`src/nrom_pkg.sv`:
```
`default_nettype none

package nrom_pkg;

   // Table geometry.
   localparam int NUM_PORTS    = 3;
   localparam int NUM_CHANNELS = 16;
   localparam int NUM_NOTES    = 128;
   localparam int ENTRY_COUNT  = NUM_PORTS * NUM_CHANNELS * NUM_NOTES;
   localparam int IDX_W        = $clog2(ENTRY_COUNT);
   localparam int PORT_STRIDE  = NUM_CHANNELS * NUM_NOTES;

   // Request queue between the front and the back.
   localparam int Q_DEPTH = 2;
   localparam int Q_PTR_W = $clog2(Q_DEPTH);

   // Reference count width and its saturation value.
   localparam int CNT_W = 16;
   localparam logic [CNT_W-1:0] CNT_MAX = '1;

   // Request kinds.
   localparam logic KIND_ON  = 1'b0;
   localparam logic KIND_OFF = 1'b1;

   // One request as it travels from the front to the back.
   typedef struct packed {
      logic             kind;
      logic [1:0]       destination;
      logic [3:0]       channel;
      logic [6:0]       note;
      logic [6:0]       velocity;
      logic             accept_first;
      logic             accept_second;
      logic [IDX_W-1:0] idx;
   } req_type;

   // Queue fill status seen by the front.
   typedef struct packed {
      logic full;
      logic empty;
   } q_status_type;

   // Status of the back seen by the front.
   typedef struct packed {
      logic clearing;
   } back_status_type;

   // One table entry: pending-off mark and reference count.
   typedef struct packed {
      logic             pend;
      logic [CNT_W-1:0] count;
   } entry_type;

endpackage

`default_nettype wire

```
`src/nrom_queue.sv`:
```
`default_nettype none

module nrom_queue (
   input  wire logic                  clock,
   input  wire logic                  reset,
   input  wire logic                  push,
   input  wire nrom_pkg::req_type     push_data,
   input  wire logic                  pop,
   output nrom_pkg::req_type          head_data,
   output nrom_pkg::q_status_type     status
);
   import nrom_pkg::*;

   req_type              slot_ff [Q_DEPTH];
   logic [Q_PTR_W-1:0]   wr_ptr_ff;
   logic [Q_PTR_W-1:0]   wr_ptr_in;
   logic [Q_PTR_W-1:0]   rd_ptr_ff;
   logic [Q_PTR_W-1:0]   rd_ptr_in;
   logic [Q_PTR_W:0]     count_ff;
   logic [Q_PTR_W:0]     count_in;

   // Pointer and fill count updates; the front never pushes when full
   // and the back never pops when empty.
   always_comb begin
      wr_ptr_in = wr_ptr_ff;
      rd_ptr_in = rd_ptr_ff;
      count_in  = count_ff;
      if (push) begin
         wr_ptr_in = (wr_ptr_ff == Q_PTR_W'(Q_DEPTH - 1)) ? '0 : wr_ptr_ff + 1'b1;
      end
      if (pop) begin
         rd_ptr_in = (rd_ptr_ff == Q_PTR_W'(Q_DEPTH - 1)) ? '0 : rd_ptr_ff + 1'b1;
      end
      if (push && !pop) begin
         count_in = count_ff + 1'b1;
      end else if (pop && !push) begin
         count_in = count_ff - 1'b1;
      end
   end

   always_ff @(posedge clock) begin
      if (reset) begin
         wr_ptr_ff <= '0;
         rd_ptr_ff <= '0;
         count_ff  <= '0;
      end else begin
         wr_ptr_ff <= wr_ptr_in;
         rd_ptr_ff <= rd_ptr_in;
         count_ff  <= count_in;
      end
   end

   // Storage slots carry payload only.
   always_ff @(posedge clock) begin
      if (push) begin
         slot_ff[wr_ptr_ff] <= push_data;
      end
   end

   assign head_data    = slot_ff[rd_ptr_ff];
   assign status.full  = (count_ff == (Q_PTR_W + 1)'(Q_DEPTH));
   assign status.empty = (count_ff == '0);

endmodule

`default_nettype wire

```
`config.mk`:
```
export PLATFORM = sky130hd
export DESIGN_NAME = nrom_queue
export DESIGN_NICKNAME = d
export VERILOG_FILES = /design/src/nrom_pkg.sv /design/src/nrom_queue.sv
export SDC_FILE = /design/constraint.sdc
export NUM_CORES = 1
export LEC_CHECK = 0
export BUFFER_PORTS_ARGS = -buffer_cell sky130_fd_sc_hd__buf_2
export CORE_ASPECT_RATIO = 0.6
export CORE_MARGIN = 4
export CORE_UTILIZATION = 30
export DETAILED_ROUTE_END_ITERATION = 10
export GPL_TIMING_DRIVEN = 0
export SKIP_CTS_REPAIR_TIMING = 1
export SYNTH_ARGS = -nofsm -noshare
export SYNTH_HDL_FRONTEND = slang
export SYNTH_SLANG_ARGS = --single-unit
```
`constraint.sdc`:
```
create_clock -name clock -period 5.6 [get_ports clock]
set_clock_uncertainty 0.05 [all_clocks]
set_input_delay 1.12 -clock clock [delete_from_list [all_inputs] [get_ports clock]]
set_output_delay 1.12 -clock clock [all_outputs]
set_load 0.05 [all_outputs]
```
-- Word level (Yosys, flattened, before mapping)
Memory sizes are Yosys's and may differ from the RTL's. A register that Yosys moved wholly into a read port is not among the register bits.
Index checks and enable logic that the tools add are counted.
- add/sub/neg operators: 4
- equality and inequality tests: 1
- muxes and demuxes: 8
- reductions and logical operators: 6
- operators by type and width (operator ; count):
    two-way mux 1 bit ; 6
    two-way mux 2 bit ; 2
    adder 1 bit (second input constant) ; 2
    adder 2 x 1 -> 2 bit (second input constant) ; 1
    equality test 2 bit (second input constant) ; 1
    logical AND 1 bit ; 2
    logical NOT 1 bit ; 2
    logical NOT 2 bit ; 1
    nonzero test 2 bit ; 1
    subtractor 2 x 1 -> 2 bit (second input constant) ; 1
- register bits after elaboration: 4
- RAM bits: 72
- input bits: 40
- output and inout port bits: 38
- word-level logic and storage cells: 23
- memories kept: 1
- memories (name ; words ; width ; rd ports ; clocked after memory_dff ; write ports ; line ; RTL):
    slot_ff ; 2 ; 36 ; 1 ; 1 ; 1 ; nrom_queue.sv:14 ; req_type slot_ff [Q_DEPTH];

-- Longest topological paths before layout
- word-level depth: 4
- mapped depth: 5
- depth with buffers taken out: 5

-- Worst setup path before layout
OpenSTA, ideal clock, no wires.
- path type: input to register
- start: input push
- end: memory slot_ff[0][0] (netlist bit), enable pin
- library setup time: 433 ps
- data arrival time: 2738 ps
- required time: 5117 ps
- path slack: 2378 ps
- cell stages on the path: 1
- buffers on the path: 0
- path through: nor2b_1
- longest elaborated chain between the ends: 2
- ends and longest elaborated chain (item ; line ; RTL):
    start, declared ; nrom_queue.sv:6 ; input wire logic push,
    two-way mux 1 bit ; nrom_queue.sv:55 ; if (push) begin
    two-way mux 1 bit (not written as such) ; nrom_queue.sv:56 ; slot_ff[wr_ptr_ff] <= push_data;
    end, declared ; nrom_queue.sv:14 ;
Every way passes these cells.

==> impl_metrics.xml <==
<?xml version="1.0" encoding="UTF-8"?>
<metrics>
  <group name="outcome">
    <metric name="run_status" unit="">complete, no violations</metric>
  </group>
  <group name="critical_path">
    <metric name="cp_top_family" unit="">buffers and inverters</metric>
    <metric name="critical_path.cell_chain" unit="">buf_2, buf_6, mux2_2, buf_2</metric>
    <metric name="critical_path.max_stage_delay" unit="ps">360</metric>
    <metric name="timing.critical_path.slowest_stage_cell" unit="">sky130_fd_sc_hd__mux2_2</metric>
    <metric name="timing.critical_path.mode_cell" unit="">sky130_fd_sc_hd__buf_2</metric>
    <metric name="path_max_fanout" unit="">10</metric>
    <metric name="critPathCaptureType" unit="">output port</metric>
    <metric name="startpoint_type" unit="">register</metric>
    <metric name="critical_path_class" unit="">reg -&gt; out</metric>
    <metric name="cp_num_buf_inv" unit="">3</metric>
    <metric name="timing.critical_path.arrival" unit="ps">1650</metric>
    <metric name="cp.required" unit="ps">4430</metric>
  </group>
  <group name="floorplan">
    <metric name="fp.dieArea" unit="um2">11000</metric>
    <metric name="initial_utilization" unit="">0.307</metric>
    <metric name="i_o_pin_cnt" unit="">78</metric>
    <metric name="std_cell_rows" unit="">27</metric>
    <metric name="fp.dieW" unit="um">133</metric>
    <metric name="core-area" unit="um2">9160</metric>
    <metric name="die-height" unit="um">83.0</metric>
  </group>
  <group name="grt">
    <metric name="first_global_vias" unit="">1556</metric>
    <metric name="first_pass_grt_wire_length" unit="mm">8.34</metric>
    <metric name="grtUsageTotal" unit="">0.103</metric>
    <metric name="grt_antenna_before_repair" unit="">1</metric>
    <metric name="grt_overflow" unit="">0</metric>
    <metric name="grt_max_degree" unit="">20</metric>
  </group>
  <group name="logic_synthesis">
    <metric name="synth_most_common_cell" unit="">sky130_fd_sc_hd__edfxtp_1</metric>
    <metric name="synth_fp_nets" unit="">175</metric>
    <metric name="netlist_area" unit="um2">2810</metric>
    <metric name="netlist_top_cells_area" unit="">sky130_fd_sc_hd__edfxtp_1, sky130_fd_sc_hd__mux2_2, sky130_fd_sc_hd__dfxtp_1, sky130_fd_sc_hd__buf_6, sky130_fd_sc_hd__nor2_1</metric>
    <metric name="post_synth_most_frequent_cells" unit="">sky130_fd_sc_hd__edfxtp_1, sky130_fd_sc_hd__mux2_2, sky130_fd_sc_hd__dfxtp_1, sky130_fd_sc_hd__nor2_1, sky130_fd_sc_hd__buf_6</metric>
    <metric name="yosysUniqueCellTypes" unit="">16</metric>
    <metric name="synth_top_area_share" unit="">0.768</metric>
    <metric name="post_synth_inst_count" unit="">134</metric>
    <metric name="syn_avg_cell_area" unit="um2">21.0</metric>
    <metric name="netlist.top_cell.by_area" unit="">sky130_fd_sc_hd__edfxtp_1</metric>
    <metric name="synth_ff_type" unit="">sky130_fd_sc_hd__edfxtp_1</metric>
    <metric name="synth-async-reset-ratio" unit="">0</metric>
    <metric name="synth_enable_flop_cells" unit="">72</metric>
    <metric name="synth-warning-count" unit="">0</metric>
    <metric name="synth-seq-cells" unit="">77</metric>
    <metric name="synth.yosys.seq_area_share" unit="">0.804</metric>
  </group>
  <group name="routing">
    <metric name="drt_drc_violations_left" unit="">0</metric>
    <metric name="route.detailed.vias_per_inst" unit="">4.16</metric>
    <metric name="ant_nets" unit="">0</metric>
    <metric name="post_drt_wl_per_cell" unit="um">14.9</metric>
    <metric name="routed_wire_length" unit="mm">5.35</metric>
    <metric name="firstDrtPassIters" unit="">4</metric>
    <metric name="detailroute.via_count" unit="">1494</metric>
    <metric name="dr.first_iter.drc_count" unit="">65</metric>
  </group>
  <group name="run">
    <metric name="cap_violations" unit="">0</metric>
  </group>
  <group name="placed_design">
    <metric name="preCtsSetupSlack" unit="ps">3100</metric>
    <metric name="io_buffer_count" unit="">77</metric>
    <metric name="hpwlAfterDp" unit="mm">3.76</metric>
    <metric name="routabilityCongestion" unit="">0.653</metric>
    <metric name="placement.cell_area" unit="um2">3430</metric>
  </group>
  <group name="cts">
    <metric name="worst_setup_hold_path_clk_slew" unit="ps">50</metric>
    <metric name="clkLatencyLatePin" unit="ps">320</metric>
    <metric name="worst_case_clock_buffer_depth" unit="">2</metric>
    <metric name="clock_tree_from_tritoncts" unit="">built</metric>
    <metric name="clk_tree_root_cell" unit="">sky130_fd_sc_hd__clkbuf_16</metric>
    <metric name="cts-buffers-inserted" unit="">9</metric>
    <metric name="cts_max_level" unit="">3</metric>
    <metric name="clock_sink_count" unit="">77</metric>
  </group>
  <group name="sta">
    <metric name="max_clock_freq" unit="MHz">354</metric>
    <metric name="maxSlewViolCount" unit="">0</metric>
    <metric name="final_min_period_over_clock_period" unit="">0.504</metric>
    <metric name="fin_setup_tns" unit="ps">0</metric>
    <metric name="hold_viol_final" unit="">0</metric>
    <metric name="timing_worst_slew_pin_value" unit="ps">628</metric>
    <metric name="setup_viol" unit="">0</metric>
    <metric name="grt_setup_unrepaired" unit="">no</metric>
    <metric name="postLayoutSetupSlackWorst" unit="ps">2780</metric>
    <metric name="timing.slew.headroom" unit="">0.580</metric>
    <metric name="post-route-min-period" unit="ps">2820</metric>
  </group>
  <group name="pwr">
    <metric name="power.total" unit="mW">1.59</metric>
    <metric name="irDropWorstVdd" unit="mV">0.205</metric>
    <metric name="leakage" unit="nW">1.43</metric>
    <metric name="power.density" unit="nW/um2">422</metric>
  </group>
  <group name="cells_and_area">
    <metric name="nNetsFinal" unit="">265</metric>
    <metric name="final_non_filler_cell_area" unit="um2">3780</metric>
    <metric name="synth_to_final_area_change" unit="%">34.2</metric>
    <metric name="drive_above_1_share" unit="">0.598</metric>
    <metric name="diodes_inserted" unit="">0</metric>
  </group>
  <group name="hold_path">
    <metric name="holdCritPathClass" unit="">reg -&gt; reg</metric>
  </group>
</metrics>
## where the power goes
part | total (mW) | internal, mW | switching, mW
combinational | 0.250 | 0.0757 | 0.174
clock | 0.663 | 0.459 | 0.205
sequential | 0.680 | 0.670 | 0.00968
## worst register-to-register path, stage by stage (launching register included)
cell and delay [ps]:
sky130_fd_sc_hd__dfxtp_1 400, sky130_fd_sc_hd__and2_2 540, sky130_fd_sc_hd__buf_16 230
## state kept, by name (all words and copies together) (netlist names), named ones only
signal,count
count_ff,2
rd_ptr_ff,1
slot_ff,72
wr_ptr_ff,1
## cell families after synthesis
kind of cell / synth area share
flip-flops: 0.804
multiplexers: 0.144
AND/OR/NAND/NOR: 0.0165
buffers and inverters: 0.0151
XOR/XNOR: 0.0125
AO/OA/AOI/OAI: 0.00355
adder cells (fa/ha/maj): 0.00445
## through the flow
stage	utilization	hold WS, ps	instances
3_5_place_dp	0.374	449	343
5_1_grt	0.413	469	359
6_report	0.413	455	359
3_3_place_gp	0.367	441	341
2_1_floorplan	-	411	134
4_1_cts	0.413	457	359
## layout make-up
class | count | area [um2]
plain buffers | 4 | 38.8
clock buffers | 12 | 256
clock inverters | 4 | 95.1
fillers | 833 | 5380
inverters | 1 | 3.75
multi-input cells | 52 | 518
flip-flops and latches | 77 | 2260
well taps | 130 | 163
repair buffers | 79 | 440
## metal layers
metal | vias up | wire length [um] | track usage
met5 | - | 7 | 0
met4 | 2 | 82 | 0.0453
met3 | 11 | 550 | 0.0557
met1 | 714 | 2430 | 0.127
li1 | 696 | - | -
met2 | 71 | 2280 | 0.151
## layout by cell type (no fill, tap or decap)
cell type / instances
sky130_fd_sc_hd__xor2_1: 2
sky130_fd_sc_hd__clkinv_2: 1
sky130_fd_sc_hd__bufinv_16: 3
sky130_fd_sc_hd__clkbuf_8: 2
sky130_fd_sc_hd__buf_2: 78
sky130_fd_sc_hd__dfxtp_1: 5
sky130_fd_sc_hd__clkbuf_1: 1
sky130_fd_sc_hd__ha_1: 1
sky130_fd_sc_hd__a21oi_1: 1
sky130_fd_sc_hd__buf_16: 2
sky130_fd_sc_hd__inv_1: 1
sky130_fd_sc_hd__or3_1: 1
sky130_fd_sc_hd__buf_6: 3
sky130_fd_sc_hd__o21ai_0: 1
sky130_fd_sc_hd__edfxtp_1: 72
sky130_fd_sc_hd__xnor2_1: 2
sky130_fd_sc_hd__nor2_1: 5
sky130_fd_sc_hd__clkbuf_16: 9
sky130_fd_sc_hd__and2b_2: 1
sky130_fd_sc_hd__nor2b_4: 1
sky130_fd_sc_hd__and2_2: 1
sky130_fd_sc_hd__mux2_2: 36
## path summary, 6_finish.rpt
check         startpoint        endpoint  slack [ps]  depth (start not counted)
max             register    head_data[8]        2780                          4
min          count_ff[1]     count_ff[1]         460                          2
max reg2reg    wr_ptr_ff  slot_ff[1][32]        4080                          2
min reg2reg  count_ff[1]     count_ff[1]         460                          2
Power figures use the tool's default switching activity.
